### src/sv/abp_pkg.sv
// Shared types, constants and helper functions for the ASCII P1 bitmap parser.
// Used by every module of the block; depends on nothing else.
`timescale 1ns / 1ps
`default_nettype none

package abp_pkg;

    // Dimension accumulators are DIM_BITS wide, the pixel counters twice that.
    localparam int DIM_BITS   = 12;
    localparam int TOTAL_BITS = 2 * DIM_BITS;
    localparam int ACC_BITS   = DIM_BITS + 4;
    localparam logic [ACC_BITS-1:0] DIM_MAX = ACC_BITS'((1 << DIM_BITS) - 1);

    // Fixed field widths of the result item.
    localparam int PIX_W = 8;
    localparam int IDX_W = 24;
    localparam int DIMO_W = 12;
    localparam int STAT_W = 3;

    localparam int CNT_W = 4;
    localparam logic [CNT_W-1:0] SHORT_LEN = 4'd8;
    localparam logic [CNT_W-1:0] HDR_LEN   = 4'd3;
    localparam logic [CNT_W-1:0] HDR_LAST  = 4'd2;

    // Result queue geometry.
    localparam int FIFO_DEPTH = 4;
    localparam int PTR_W      = $clog2(FIFO_DEPTH);
    localparam int FCNT_W     = PTR_W + 1;

    localparam logic [7:0] CH_P     = 8'h50;
    localparam logic [7:0] CH_ZERO  = 8'h30;
    localparam logic [7:0] CH_ONE   = 8'h31;
    localparam logic [7:0] CH_NINE  = 8'h39;
    localparam logic [7:0] CH_NL    = 8'h0A;
    localparam logic [7:0] CH_TAB   = 8'h09;
    localparam logic [7:0] CH_CR    = 8'h0D;
    localparam logic [7:0] CH_SPACE = 8'h20;
    localparam logic [7:0] CH_HASH  = 8'h23;

    localparam logic [PIX_W-1:0] PIX_WHITE = 8'hFF;
    localparam logic [PIX_W-1:0] PIX_BLACK = 8'h00;

    localparam logic KIND_PIXEL   = 1'b0;
    localparam logic KIND_SUMMARY = 1'b1;

    typedef enum logic [STAT_W-1:0] {
        ST_OK      = 3'd0,
        ST_SHORT   = 3'd1,
        ST_HEADER  = 3'd2,
        ST_BADCHAR = 3'd3,
        ST_TOOMANY = 3'd4,
        ST_EMPTY   = 3'd5,
        ST_MISSING = 3'd6,
        ST_DIMOVF  = 3'd7
    } status_t;

    typedef enum logic [3:0] {
        PH_HEADER = 4'b0001,
        PH_WIDTH  = 4'b0010,
        PH_HEIGHT = 4'b0100,
        PH_DATA   = 4'b1000
    } phase_t;

    typedef struct packed {
        logic [7:0] char_byte;
        logic       end_of_file;
    } in_item_t;

    typedef struct packed {
        logic              kind;
        logic [PIX_W-1:0]  pixel_value;
        logic [IDX_W-1:0]  pixel_index;
        logic [DIMO_W-1:0] image_width;
        logic [DIMO_W-1:0] image_height;
        logic [STAT_W-1:0] status;
        logic              last;
    } out_item_t;

    typedef struct packed {
        phase_t                phase;
        logic [CNT_W-1:0]      byte_count;
        logic                  in_comment;
        logic                  in_number;
        logic [DIM_BITS-1:0]   width_acc;
        logic [DIM_BITS-1:0]   height_acc;
        logic [TOTAL_BITS-1:0] pixel_total;
        logic [TOTAL_BITS-1:0] pixels_seen;
        status_t               first_error;
    } parse_state_t;

    // What one byte produces: an optional pixel and an optional summary.
    typedef struct packed {
        logic      emit_pixel;
        logic      emit_summary;
        out_item_t pixel;
        out_item_t summary;
    } step_out_t;

    localparam parse_state_t STATE_RESET = '{
        phase:       PH_HEADER,
        byte_count:  '0,
        in_comment:  1'b0,
        in_number:   1'b0,
        width_acc:   '0,
        height_acc:  '0,
        pixel_total: '0,
        pixels_seen: '0,
        first_error: ST_OK
    };

    function automatic logic [7:0] header_char(input logic [1:0] pos);
        logic [7:0] ch;
        begin
            unique case (pos)
                2'd0:    ch = CH_P;
                2'd1:    ch = CH_ONE;
                2'd2:    ch = CH_NL;
                default: ch = 8'h00;
            endcase
            return ch;
        end
    endfunction

    function automatic logic is_space(input logic [7:0] c);
        return (c == CH_SPACE) || ((c >= CH_TAB) && (c <= CH_CR));
    endfunction

endpackage

`default_nettype wire

### src/sv/abp_step.sv
// Combinational parse step: next parser state and the results of one byte.
// Depends on abp_pkg.
`timescale 1ns / 1ps
`default_nettype none

module abp_step
    import abp_pkg::*;
(
    input  parse_state_t state,
    input  in_item_t     item,
    output parse_state_t state_next,
    output step_out_t    result
);

    logic [7:0]            c;
    logic                  digit;
    logic [DIM_BITS-1:0]   acc;
    logic [ACC_BITS-1:0]   acc_x10;
    logic [TOTAL_BITS-1:0] product;
    parse_state_t          s;
    logic                  done;
    logic                  entered;
    status_t               st_code;

    assign c       = item.char_byte;
    assign digit   = (c >= CH_ZERO) && (c <= CH_NINE);
    assign acc     = (state.phase == PH_WIDTH) ? state.width_acc : state.height_acc;
    assign acc_x10 = ACC_BITS'({acc, 3'b000}) + ACC_BITS'({acc, 1'b0})
                   + ACC_BITS'(c[3:0]);
    assign product = TOTAL_BITS'(state.width_acc) * TOTAL_BITS'(state.height_acc);

    always_comb
    begin
        s       = state;
        result  = '0;
        done    = 1'b0;
        entered = 1'b0;
        st_code = ST_OK;

        if (state.byte_count < SHORT_LEN)
        begin
            s.byte_count = state.byte_count + 4'd1;
        end

        if (state.first_error == ST_OK)
        begin
            if (state.phase == PH_HEADER)
            begin
                if ((state.byte_count >= HDR_LEN)
                    || (c != header_char(state.byte_count[1:0])))
                begin
                    s.first_error = ST_HEADER;
                end
                else if (state.byte_count == HDR_LAST)
                begin
                    s.phase = PH_WIDTH;
                end
            end
            else
            begin
                // A non-digit ends the number and is then handled as usual.
                if (state.in_number)
                begin
                    if (digit)
                    begin
                        done = 1'b1;
                        if (acc_x10 > DIM_MAX)
                        begin
                            s.first_error = ST_DIMOVF;
                        end
                        else if (state.phase == PH_WIDTH)
                        begin
                            s.width_acc = acc_x10[DIM_BITS-1:0];
                        end
                        else
                        begin
                            s.height_acc = acc_x10[DIM_BITS-1:0];
                        end
                    end
                    else
                    begin
                        s.in_number = 1'b0;
                        if (state.phase == PH_WIDTH)
                        begin
                            s.phase = PH_HEIGHT;
                        end
                        else if (state.phase == PH_HEIGHT)
                        begin
                            s.pixel_total = product;
                            if ((state.width_acc == '0) || (state.height_acc == '0))
                            begin
                                s.first_error = ST_EMPTY;
                            end
                            else
                            begin
                                s.phase = PH_DATA;
                                entered = 1'b1;
                            end
                        end
                    end
                end

                if (!done && (s.first_error == ST_OK))
                begin
                    priority if (state.in_comment)
                    begin
                        if (c == CH_NL)
                        begin
                            s.in_comment = 1'b0;
                        end
                    end
                    else if (c == CH_HASH)
                    begin
                        s.in_comment = 1'b1;
                    end
                    else if (!is_space(c))
                    begin
                        if ((s.phase == PH_WIDTH) || (s.phase == PH_HEIGHT))
                        begin
                            if (digit)
                            begin
                                s.in_number = 1'b1;
                                if (acc_x10 > DIM_MAX)
                                begin
                                    s.first_error = ST_DIMOVF;
                                end
                                else if (state.phase == PH_WIDTH)
                                begin
                                    s.width_acc = acc_x10[DIM_BITS-1:0];
                                end
                                else
                                begin
                                    s.height_acc = acc_x10[DIM_BITS-1:0];
                                end
                            end
                            else
                            begin
                                s.first_error = ST_EMPTY;
                            end
                        end
                        else if ((c == CH_ZERO) || (c == CH_ONE))
                        begin
                            // Data can only just have been entered on a byte that is
                            // not a pixel, so the stored total is current here.
                            if (state.pixels_seen >= state.pixel_total)
                            begin
                                s.first_error = ST_TOOMANY;
                            end
                            else
                            begin
                                result.emit_pixel        = 1'b1;
                                result.pixel.kind        = KIND_PIXEL;
                                result.pixel.pixel_value = (c == CH_ZERO) ? PIX_WHITE
                                                                          : PIX_BLACK;
                                result.pixel.pixel_index = IDX_W'(state.pixels_seen);
                                s.pixels_seen = state.pixels_seen + TOTAL_BITS'(1);
                            end
                        end
                        else
                        begin
                            s.first_error = ST_BADCHAR;
                        end
                    end
                    else
                    begin
                        // Whitespace only separates tokens.
                    end
                end
            end
        end

        if (item.end_of_file)
        begin
            // A number still open at the end is closed as if a separator came.
            if ((s.first_error == ST_OK) && s.in_number)
            begin
                s.in_number = 1'b0;
                if (s.phase == PH_WIDTH)
                begin
                    s.phase = PH_HEIGHT;
                end
                else if (s.phase == PH_HEIGHT)
                begin
                    if ((s.width_acc == '0) || (s.height_acc == '0))
                    begin
                        s.first_error = ST_EMPTY;
                    end
                    else
                    begin
                        s.phase = PH_DATA;
                        entered = 1'b1;
                    end
                end
            end

            // Data that was only just entered cannot hold any pixel yet.
            priority if (s.byte_count < SHORT_LEN)
            begin
                st_code = ST_SHORT;
            end
            else if (s.first_error != ST_OK)
            begin
                st_code = s.first_error;
            end
            else if (s.phase != PH_DATA)
            begin
                st_code = ST_EMPTY;
            end
            else if (entered || (s.pixels_seen != s.pixel_total))
            begin
                st_code = ST_MISSING;
            end
            else
            begin
                st_code = ST_OK;
            end

            result.emit_summary         = 1'b1;
            result.summary.kind         = KIND_SUMMARY;
            result.summary.pixel_value  = '0;
            result.summary.pixel_index  = IDX_W'(s.pixels_seen);
            result.summary.image_width  = DIMO_W'(s.width_acc);
            result.summary.image_height = DIMO_W'(s.height_acc);
            result.summary.status       = st_code;
            result.summary.last         = 1'b1;
        end

        state_next = item.end_of_file ? STATE_RESET : s;
    end

endmodule

`default_nettype wire

### src/sv/abp_out_fifo.sv
// Result queue: takes up to two results per cycle, hands out one per cycle while out_ready is high.
// Depends on abp_pkg.
`timescale 1ns / 1ps
`default_nettype none

module abp_out_fifo
    import abp_pkg::*;
(
    input  logic      clk,
    input  logic      rst_n,
    input  logic      push_0,
    input  out_item_t data_0,
    input  logic      push_1,
    input  out_item_t data_1,
    output logic      room,
    output logic      out_valid,
    input  logic      out_ready,
    output out_item_t out_item
);

    out_item_t              mem [FIFO_DEPTH];
    logic [PTR_W-1:0]       wr_ptr_reg;
    logic [PTR_W-1:0]       wr_ptr_next;
    logic [PTR_W-1:0]       rd_ptr_reg;
    logic [PTR_W-1:0]       rd_ptr_next;
    logic [FCNT_W-1:0]      count_reg;
    logic [FCNT_W-1:0]      count_next;
    logic                   pop;
    logic [1:0]             push_n;

    assign out_valid = (count_reg != '0);
    assign out_item  = mem[rd_ptr_reg];
    assign pop       = out_valid && out_ready;
    // Room for the worst case of one byte: a pixel and a summary.
    assign room      = (count_reg <= FCNT_W'(FIFO_DEPTH - 2));
    assign push_n    = {1'b0, push_0} + {1'b0, push_1};

    assign wr_ptr_next = wr_ptr_reg + PTR_W'(push_n);
    assign rd_ptr_next = rd_ptr_reg + PTR_W'(pop);
    assign count_next  = count_reg + FCNT_W'(push_n) - FCNT_W'(pop);

    always_ff @(posedge clk or negedge rst_n)
    begin
        if (!rst_n)
        begin
            wr_ptr_reg <= '0;
            rd_ptr_reg <= '0;
            count_reg  <= '0;
        end
        else
        begin
            wr_ptr_reg <= wr_ptr_next;
            rd_ptr_reg <= rd_ptr_next;
            count_reg  <= count_next;
        end
    end

    always_ff @(posedge clk)
    begin
        if (push_0)
        begin
            mem[wr_ptr_reg] <= data_0;
        end
        if (push_1)
        begin
            mem[wr_ptr_reg + PTR_W'(1)] <= data_1;
        end
    end

endmodule

`default_nettype wire

### src/sv/ascii_bitmap_p1_parser.sv
// Top level of the ASCII P1 bitmap parser: input register, parse step, result queue.
// Depends on abp_pkg, abp_step and abp_out_fifo.
//
// Usage: bytes of a plain P1 bitmap enter on in_item (char_byte, end_of_file)
// with in_valid/in_ready; each transfer is one byte. Results leave on out_item
// with out_valid/out_ready: one pixel result per '0' or '1' pixel character,
// and after the byte marked end_of_file one summary result (kind 1, last 1)
// with width, height, pixel count and status. The parser then starts over.
// A byte is held in the input register and its results are written into the
// result queue, which offers them; a summary follows a pixel of the same byte.
// Throughput: one byte per cycle while the receiver keeps up; a byte that
// yields a pixel and a summary fills two queue entries. The four-entry result
// queue sets this: a byte leaves the input register only when two entries
// are free.
// Reset clears the parser state, the input register and the queue.
// When the receiver stalls, results wait in the queue; once fewer than two
// entries are free the input register holds its byte and in_ready drops.
`timescale 1ns / 1ps
`default_nettype none

module ascii_bitmap_p1_parser
    import abp_pkg::*;
(
    input  logic      clk,
    input  logic      rst_n,
    input  logic      in_valid,
    output logic      in_ready,
    input  in_item_t  in_item,
    output logic      out_valid,
    input  logic      out_ready,
    output out_item_t out_item
);

    logic         in_valid_reg;
    in_item_t     in_item_reg;
    parse_state_t state_reg;
    parse_state_t state_next;
    step_out_t    step;
    logic         room;
    logic         fire;
    logic         push_0;
    logic         push_1;
    out_item_t    data_0;

    abp_step u_step (
        .state      (state_reg),
        .item       (in_item_reg),
        .state_next (state_next),
        .result     (step)
    );

    assign fire     = in_valid_reg && room;
    assign in_ready = !in_valid_reg || fire;

    assign push_0 = fire && (step.emit_pixel || step.emit_summary);
    assign push_1 = fire && step.emit_pixel && step.emit_summary;
    assign data_0 = step.emit_pixel ? step.pixel : step.summary;

    abp_out_fifo u_fifo (
        .clk       (clk),
        .rst_n     (rst_n),
        .push_0    (push_0),
        .data_0    (data_0),
        .push_1    (push_1),
        .data_1    (step.summary),
        .room      (room),
        .out_valid (out_valid),
        .out_ready (out_ready),
        .out_item  (out_item)
    );

    always_ff @(posedge clk or negedge rst_n)
    begin
        if (!rst_n)
        begin
            in_valid_reg <= 1'b0;
            state_reg    <= STATE_RESET;
        end
        else
        begin
            if (in_ready)
            begin
                in_valid_reg <= in_valid;
            end
            if (fire)
            begin
                state_reg <= state_next;
            end
        end
    end

    always_ff @(posedge clk)
    begin
        if (in_ready && in_valid)
        begin
            in_item_reg <= in_item;
        end
    end

`ifndef SYNTHESIS
    // Once an error is recorded, no further pixel may be produced.
    a_no_pixel_after_error: assert property (@(posedge clk) disable iff (!rst_n)
        (fire && (state_reg.first_error != ST_OK)) |-> !step.emit_pixel)
        else $error("pixel produced after an error");

    // The end of a file returns the parser to its initial state.
    a_restart_after_eof: assert property (@(posedge clk) disable iff (!rst_n)
        (fire && in_item_reg.end_of_file) |=>
            ((state_reg.phase == PH_HEADER) && (state_reg.byte_count == '0)
             && (state_reg.first_error == ST_OK)))
        else $error("parser did not restart after end of file");

    // A byte held in the input register is released only when the queue has room.
    a_hold_when_full: assert property (@(posedge clk) disable iff (!rst_n)
        (in_valid_reg && !room) |=> (in_valid_reg && $stable(in_item_reg)))
        else $error("input byte lost while the result queue was full");
`endif

endmodule

`default_nettype wire
### config.mk
export PLATFORM = sky130hd
export DESIGN_NAME = ascii_bitmap_p1_parser
export DESIGN_NICKNAME = d
export VERILOG_FILES = /design/src/sv/abp_pkg.sv /design/src/sv/abp_step.sv /design/src/sv/abp_out_fifo.sv /design/src/sv/ascii_bitmap_p1_parser.sv
export SDC_FILE = /design/constraint.sdc
export NUM_CORES = 1
export LEC_CHECK = 0
export BUFFER_PORTS_ARGS = -buffer_cell sky130_fd_sc_hd__buf_2
export CELL_PAD_IN_SITES_DETAIL_PLACEMENT = 1
export CELL_PAD_IN_SITES_GLOBAL_PLACEMENT = 1
export CORE_UTILIZATION = 46
export CTS_CLUSTER_SIZE = 16
export DETAILED_ROUTE_END_ITERATION = 10
export PLACE_DENSITY = 0.75
export SKIP_LAST_GASP = 1
export SYNTH_ARGS = -nofsm -noshare
export SYNTH_HDL_FRONTEND = slang
export SYNTH_SLANG_ARGS = --single-unit
### constraint.sdc
create_clock -name clk -period 5.64 [get_ports clk]
set_input_delay 0.282 -clock clk [delete_from_list [all_inputs] [get_ports clk]]
set_output_delay 0.282 -clock clk [all_outputs]
set_load 0.02 [all_outputs]
==> flow_summary_export.csv, run 1 <==
group,metric,value,unit
synthesis,synth_top_family_by_area,"simple AND/OR/NAND/NOR gates",
floorplanning,die_h,228,um
worst_setup_path,worst-path-buf-inv,4,
synthesis,synth_edf_count,217,
worst_setup_path,reg2reg_setup_slack,-0.64,ns
grt,antenna_found_initial,0,
finish,layout.nets,2853,
cts,numCtsBuffers,38,
worst_setup_path,arrival,6.62,ns
sta,setup_slack,-0.642,ns
floorplanning,rows,82,
finish,diodes,0,
worst_setup_path,reg2reg_from,"state_reg[71]",
flow_run,cap_viol_max_count,0,
sta,setup_violations,12,
routing,first_iter_violations,1546,
synthesis,synthCells,2400,
grt,grt_max_degree,73,
synthesis,syn_avg_cell_area,9.78,um^2
synthesis,dominantRegCellSynth,"edfxtp_1",
synthesis,synthSimpleGateAreaFrac,17.9,%
cts,tritoncts,"built",
cts,cts_buffer_depth,3,
worst_setup_path,cp.required,5.98,ns
synthesis,post-synth-top-count-cell,"nand2_1",
outcome,violations,"setup timing",
floorplanning,die_w,228,um
finish,largest_reg_flops,212,
pwr,power_density,280,nW/um^2
worst_setup_path,cp_slowest_cell,"fa_2",
worst_setup_path,crit_chain,"buf_4, and2_1, fa_1, inv_1, fa_2, fa_1, fa_1, inv_1, ha_4, ha_4, a2111oi_4, o21ai_1, a41oi_2, o21ai_2, xor2_1, a21oi_2, xnor2_2, nand3_1, or4_4, a2111oi_4, buf_4, nor2_1",
worst_setup_path,endpoint_kind,"flip-flop",
cts,root_buffer,"clkbuf_16",
synthesis,synth-seq-cells,314,
hold_path,min_path_cells,3,
synthesis,synth_compound_area_share,14.0,%
sta,rsz0062_at_grt,"true",
pwr,vdd_drop_max,0.249,mV
synthesis,synth_xor_area_share,2.49,%
grt,grt_pass1_wl,127,mm
place,hpwl,58.2,mm
grt,overflow,0,
place,port_buffers,75,
sta,fin_crit,6.28,ns
worst_setup_path,cp_common_cell,"fa_1",
sta,hold_violations,0,
synthesis,synthTopCellsByCount,"nand2_1 (231), edfxtp_1 (217), nor2_1 (215), inv_1 (188), and2_1 (184)",
pwr,power,7.82,mW
hold_path,hold_start,"out_ready",
routing,drt_wl_total,82.2,mm
routing,avgRoutedWirePerCell,24.8,um
routing,via_per_inst,6.04,
synthesis,synth_fa_ha_area_share,15.3,%
pwr,p_leak,11.3,nW
cts,insertion_delay,0.58,ns
grt,grt_use_total,31.5,%
routing,drtPass1Iterations,7,
worst_setup_path,critical_path.max_fanout,9,
synthesis,ys_warn_count,0,
floorplanning,design.core.area,50300,um^2
synthesis,synth.area.top_cells,"edfxtp_1 (28%), dfrtp_1 (9.8%), fa_1 (8.8%)",
routing,ant_nets,0,
finish,areaGrowthSynthToFinish,19.1,%
worst_setup_path,rr_endpoint,"u_fifo.mem[1][3]",
worst_setup_path,cp_top_family,"adder cells",
worst_setup_path,rr_worst_depth,22,
routing,post-route-drc-count,0,
synthesis,synth_mux_area_share,6.53,%
hold_path,worstHoldEndpoint,"u_fifo.rd_ptr_reg[0]",
synthesis,async_reset_ff_share,29.6,%
floorplanning,dieArea,51900,um^2
cts,cts_max_level,2,
synthesis,seq_area_frac_synth,38.0,%
finish,drive_gt1_share,23.0,%
synthesis,yosysTopAreaCellShare,27.8,%
worst_setup_path,worstSetupPathType,"flip-flop to flip-flop",
synthesis,synth_fp_nets,2638,
place,gp_congestion,0.936,
synthesis,yosys.area.top_type,"edfxtp_1",
routing,vias,20000,
sta,post-route-period-util,111,%
finish,final_util,55.6,%
sta,worstMarginPinSlew,1.09,ns
floorplanning,initial_core_util,46.7,%
worst_setup_path,critPathLaunchType,"flip-flop",
grt,grt_pass1_vias,21300,
outcome,outcome,"finished, violations left",
worst_setup_path,slowest_delay,0.61,ns
finish,fillCellCount,5577,
cts,clock_sinks,314,
hold_path,hp-class,"input port to flip-flop",
sta,relSlewSlack,27.1,%
sta,fin_skew,0.0266,ns
synthesis,synth_cell_types,87,
synthesis,syn_area,23500,um^2
floorplanning,ios,76,
sta,maxSlewViolCount,0,
sta,fmax,0.159,GHz
cts,path_clk_slew,0.06,ns
==> per-stage QoR <==
step	area, um^2	worst slack (ns)	hold WS (ns)	setup TNS, ns	cells
final	28000	-0.642	0.139	-5.11	3317
after global routing	28000	-0.835	0.145	-7.58	3317
after global placement	25900	-0.649	0.213	-4.74	3196
after floorplan	23800	-0.145	-0.0136	-0.579	2400
after CTS	27700	-0.509	0.135	-3.88	3302
after detailed placement	25900	-0.736	0.217	-5.95	3196
==> tightest hold or removal path, cell delays in order <==
cell	delay [ns]
buf_2	0.07
and2_1	0.17
ha_1	0.15
==> report_power, final <==
group / internal [mW] / switching [mW] / leakage (nW) / total [mW]
sequential: 2.71 / 0.230 / 3.32 / 2.94
clock: 1.27 / 1.08 / 0.550 / 2.34
combinational: 0.882 / 1.65 / 7.43 / 2.53
==> repair_timing <==
item,CTS,global route
hold buffers,11,0
setup endpoints to repair,12,19
endpoints found under the hold margin,31,0
setup buffers,25,15
pin swaps,39,27
resized for setup,78,31
==> worst max path at each step <==
stage | start | endpoint | slack [ns] | cells after the start
final | state_reg[71] | u_fifo.mem[1][3] | -0.64 | 22
after global routing | state_reg[69] | u_fifo.mem[0][3] | -0.84 | 25
after CTS | state_reg[70] | u_fifo.mem[1][3] | -0.51 | 22
after detailed placement | state_reg[71] | u_fifo.mem[1][3] | -0.74 | 21
after global placement | state_reg[71] | u_fifo.mem[1][3] | -0.65 | 21
after floorplan | state_reg[70] | u_fifo.mem[0][3] | -0.14 | 23
==> cell usage in the layout (no fill, tap or decap), types with 14 or more instances in the layout <==
cell type and instances:
o31ai_1 17, fa_1 97, mux4_2 53, nand3_1 37, o21ai_0 168, nor3_1 34, and3_1 18, xnor2_1 34
nand2_1 229, buf_4 235, and2_1 171, dfrtp_2 16, buf_2 74, nor4_1 14, ha_1 106, a21oi_2 15
dfrtp_1 75, o211ai_1 19, a21oi_1 90, nor2_1 209, ha_4 15, a22o_1 16, nand4_1 24, mux2_2 16
inv_1 178, xor2_1 23, a21o_1 23, edfxtp_1 217, o22ai_1 32, nand2b_1 24, clkbuf_16 38, a31oi_1 14
==> per-layer routing <==
metal  global-route usage, %  vias to the layer above  wire, um
li1                        -                     8891         -
met1                    41.2                    10300     34100
met2                    54.8                      728     41100
met3                    4.40                      151      4840
met4                    8.68                        0      2110
met5                       0                        -         0
==> logic make-up after synthesis <==
family,after synthesis
AO/OA/AOI/OAI,518
XOR/XNOR,66
adder cells (fa/ha/maj),225
buffers and inverters,345
flip-flops,314
multiplexers,85
AND/OR/NAND/NOR,847
==> area by class of cell <==
type,instances,area (um^2),share of cell area [%]
Multi-Input combinational cell,1741,13900,49.7
Tap cell,672,841,3.01
Inverter,188,706,2.52
Clock inverter,22,175,0.627
Clock buffer,48,988,3.54
Timing Repair Buffer,332,2410,8.64
Sequential cell,314,8950,32.0
Power figures use the tool's default switching activity.
==> inputs of run 2 (changes only) <==
CORE_UTILIZATION = 54   (was 46)
PLACE_DENSITY = unset   (was 0.75)
PLACE_DENSITY_LB_ADDON = 0.1   (was unset)
clock period = 8 ns   (was 5.64 ns; I/O delays follow)
==> run 2 against run 1 <==
The run now ends clean; combinational power down 32%; maximum frequency down 12%; register-to-register slack better by 1.5 ns; core utilization up 3.8 points; total power down 29%; clock power down 25%; routed wire length down 3.7%; critical endpoint is now u_fifo.mem[2][3]; largest power group unchanged; highest routed layer is now met5.
==> flow_summary_export.csv, run 2 (synthesized netlist as in run 1, its figures left out) <==
group,metric,value,unit
outcome,outcome,"complete, no violations",
routing,ant_nets,0,
sta,relSlewSlack,27.6,%
finish,mostFrequentLayoutCell,"nand2_1",
sta,fmax,0.140,GHz
place,place_inst,2935,
place,hpwl,56.2,mm
finish,areaGrowthSynthToFinish,8.73,%
finish,seq_area,8930,um^2
grt,grt_max_degree,117,
worst_setup_path,endpoint,"u_fifo.mem[2][3]",
routing,vias,19300,
cts,insertion_delay,0.56,ns
worst_setup_path,rr_endpoint,"u_fifo.mem[2][3]",
worst_setup_path,reg2reg_from,"state_reg[68]",
pwr,p_leak,10.2,nW
worst_setup_path,reg2reg_setup_slack,0.84,ns
sta,fin_skew,0.0197,ns
hold_path,hold_start,"in_item[0]",
worst_setup_path,cp_top_family,"adder cells",
sta,finalSetupTns,0,ns
finish,fillCellCount,4760,
worst_setup_path,critPathLaunchType,"flip-flop",
worst_setup_path,startpoint,"state_reg[68]",
finish,multi_input_area,13300,um^2
cts,cts_setup_buffers,0,
grt,overflow,0,
pwr,combPwrFrac,31.0,%
pwr,p_sw_share,36.7,%
pwr,power.switching,2.04,mW
sta,hold_violations,0,
sta,setup_violations,0,
finish,mostFrequentLayoutCells,"nand2_1 (229), edfxtp_1 (217), nor2_1 (215)",
worst_setup_path,rr_worst_depth,22,
finish,drive_gt1_share,11.4,%
pwr,vdd_drop_max,0.335,mV
cts,cts_max_level,2,
routing,top_layer,"met5",
sta,post-route-period-util,89.5,%
place,port_buffers,75,
grt,grt_use_total,36.4,%
grt,grt_pass1_vias,20400,
pwr,p_clk_share,31.7,%
cts,root_buffer,"clkbuf_16",
cts,cts_resized,0,
routing,first_iter_violations,1693,
floorplanning,design.core.area,43000,um^2
finish,layout.nets,2628,
sta,rsz0062_at_grt,"false",
worst_setup_path,crit_chain,"and2_1, fa_1, inv_1, fa_1, inv_1, ha_1, fa_1, inv_1, fa_1, inv_1, ha_1, o211ai_1, o211ai_1, a41oi_1, o21ai_0, xor2_1, a21oi_1, xnor2_1, nand3_1, or4_4, a2111oi_4, nor2_1",
cts,clock_sinks,314,
worst_setup_path,cp_slowest_cell,"dfrtp_1",
worst_setup_path,arrival,7.44,ns
hold_path,hp-class,"input port to flip-flop",
finish,fin_cells,3005,
worst_setup_path,worst-path-buf-inv,4,
routing,via_per_inst,6.42,
pwr,power.internal,3.52,mW
cts,numCtsBuffers,37,
worst_setup_path,critical_path.max_fanout,17,
cts,tritoncts,"built",
cts,cts_buffer_depth,3,
routing,post-route-drc-count,0,
floorplanning,die_w,211,um
routing,dr_wl_met2,38.7,mm
sta,worstMarginPinSlew,1.08,ns
sta,fin_crit,7.16,ns
worst_setup_path,slowest_delay,0.60,ns
grt,antenna_found_initial,1,
worst_setup_path,cp.required,8.28,ns
cts,holdBufCountCts,1,
routing,wl_met1,32.0,mm
finish,largest_reg_flops,212,
worst_setup_path,worstSetupPathType,"flip-flop to flip-flop",
routing,drtPass1Iterations,5,
routing,drt_wl_total,79.1,mm
floorplanning,initial_core_util,54.6,%
worst_setup_path,cp.depth,22,
cts,path_clk_slew,0.07,ns
routing,wl_met3,4.95,mm
routing,avgRoutedWirePerCell,26.3,um
worst_setup_path,endpoint_kind,"flip-flop",
pwr,power_density,218,nW/um^2
grt,grt_pass1_wl,122,mm
floorplanning,die_h,211,um
flow_run,cap_viol_max_count,0,
floorplanning,rows,76,
sta,maxSlewViolCount,0,
floorplanning,ios,76,
place,gp_congestion,0.938,
floorplanning,dieArea,44300,um^2
pwr,p_seq_share,37.3,%
run 2: layer usage:
layer / up-vias / GRT usage [%]
met4: 2 / 15.9
li1: 8448 / -
met3: 179 / 4.74
met2: 724 / 61.1
met5: - / 0
met1: 9940 / 47.4
run 2: area by class of cell:
class	instances	share of cell area (%)
Antenna cell	1	0.00980
Clock buffer	49	3.97
Clock inverter	19	0.868
Inverter	188	2.76
Multi-Input combinational cell	1741	52.0
Sequential cell	314	35.0
Tap cell	585	2.87
Timing Repair Buffer	108	2.51
run 2: worst min path at each step:
stage | depth (start not counted) | end
floorplan | 0 | in_valid_reg
global placement | 1 | u_fifo.rd_ptr_reg[1]
detailed placement | 1 | u_fifo.rd_ptr_reg[1]
CTS | 1 | in_item_reg[0]
global route | 1 | in_item_reg[2]
finish | 1 | in_item_reg[0]
run 2: power by group through the flow:
stage | clock network (mW) | registers (mW) | logic [mW]
2_1_floorplan | 0 | 2.00 | 1.21
3_3_place_gp | 0 | 2.08 | 1.66
3_5_place_dp | 0 | 2.10 | 1.71
4_1_cts | 1.76 | 2.07 | 1.72
5_1_grt | 1.81 | 2.09 | 1.82
6_report | 1.76 | 2.07 | 1.72
run 2: through the flow:
| stage | power (mW) | area, um^2 | utilization, % | hold WS (ns) | setup slack [ns] |
|---|---|---|---|---|---|
| 2_1_floorplan | 3.22 | 23500 | - | 0.104 | 1.84 |
| 3_3_place_gp | 3.74 | 24300 | 56.5 | 0.412 | 1.16 |
| 3_5_place_dp | 3.80 | 24300 | 56.5 | 0.420 | 0.920 |
| 4_1_cts | 5.56 | 25500 | 59.4 | 0.0183 | 0.913 |
| 5_1_grt | 5.73 | 25500 | 59.4 | 0.0161 | 0.472 |
| 6_report | 5.56 | 25500 | 59.4 | 0.0272 | 0.838 |
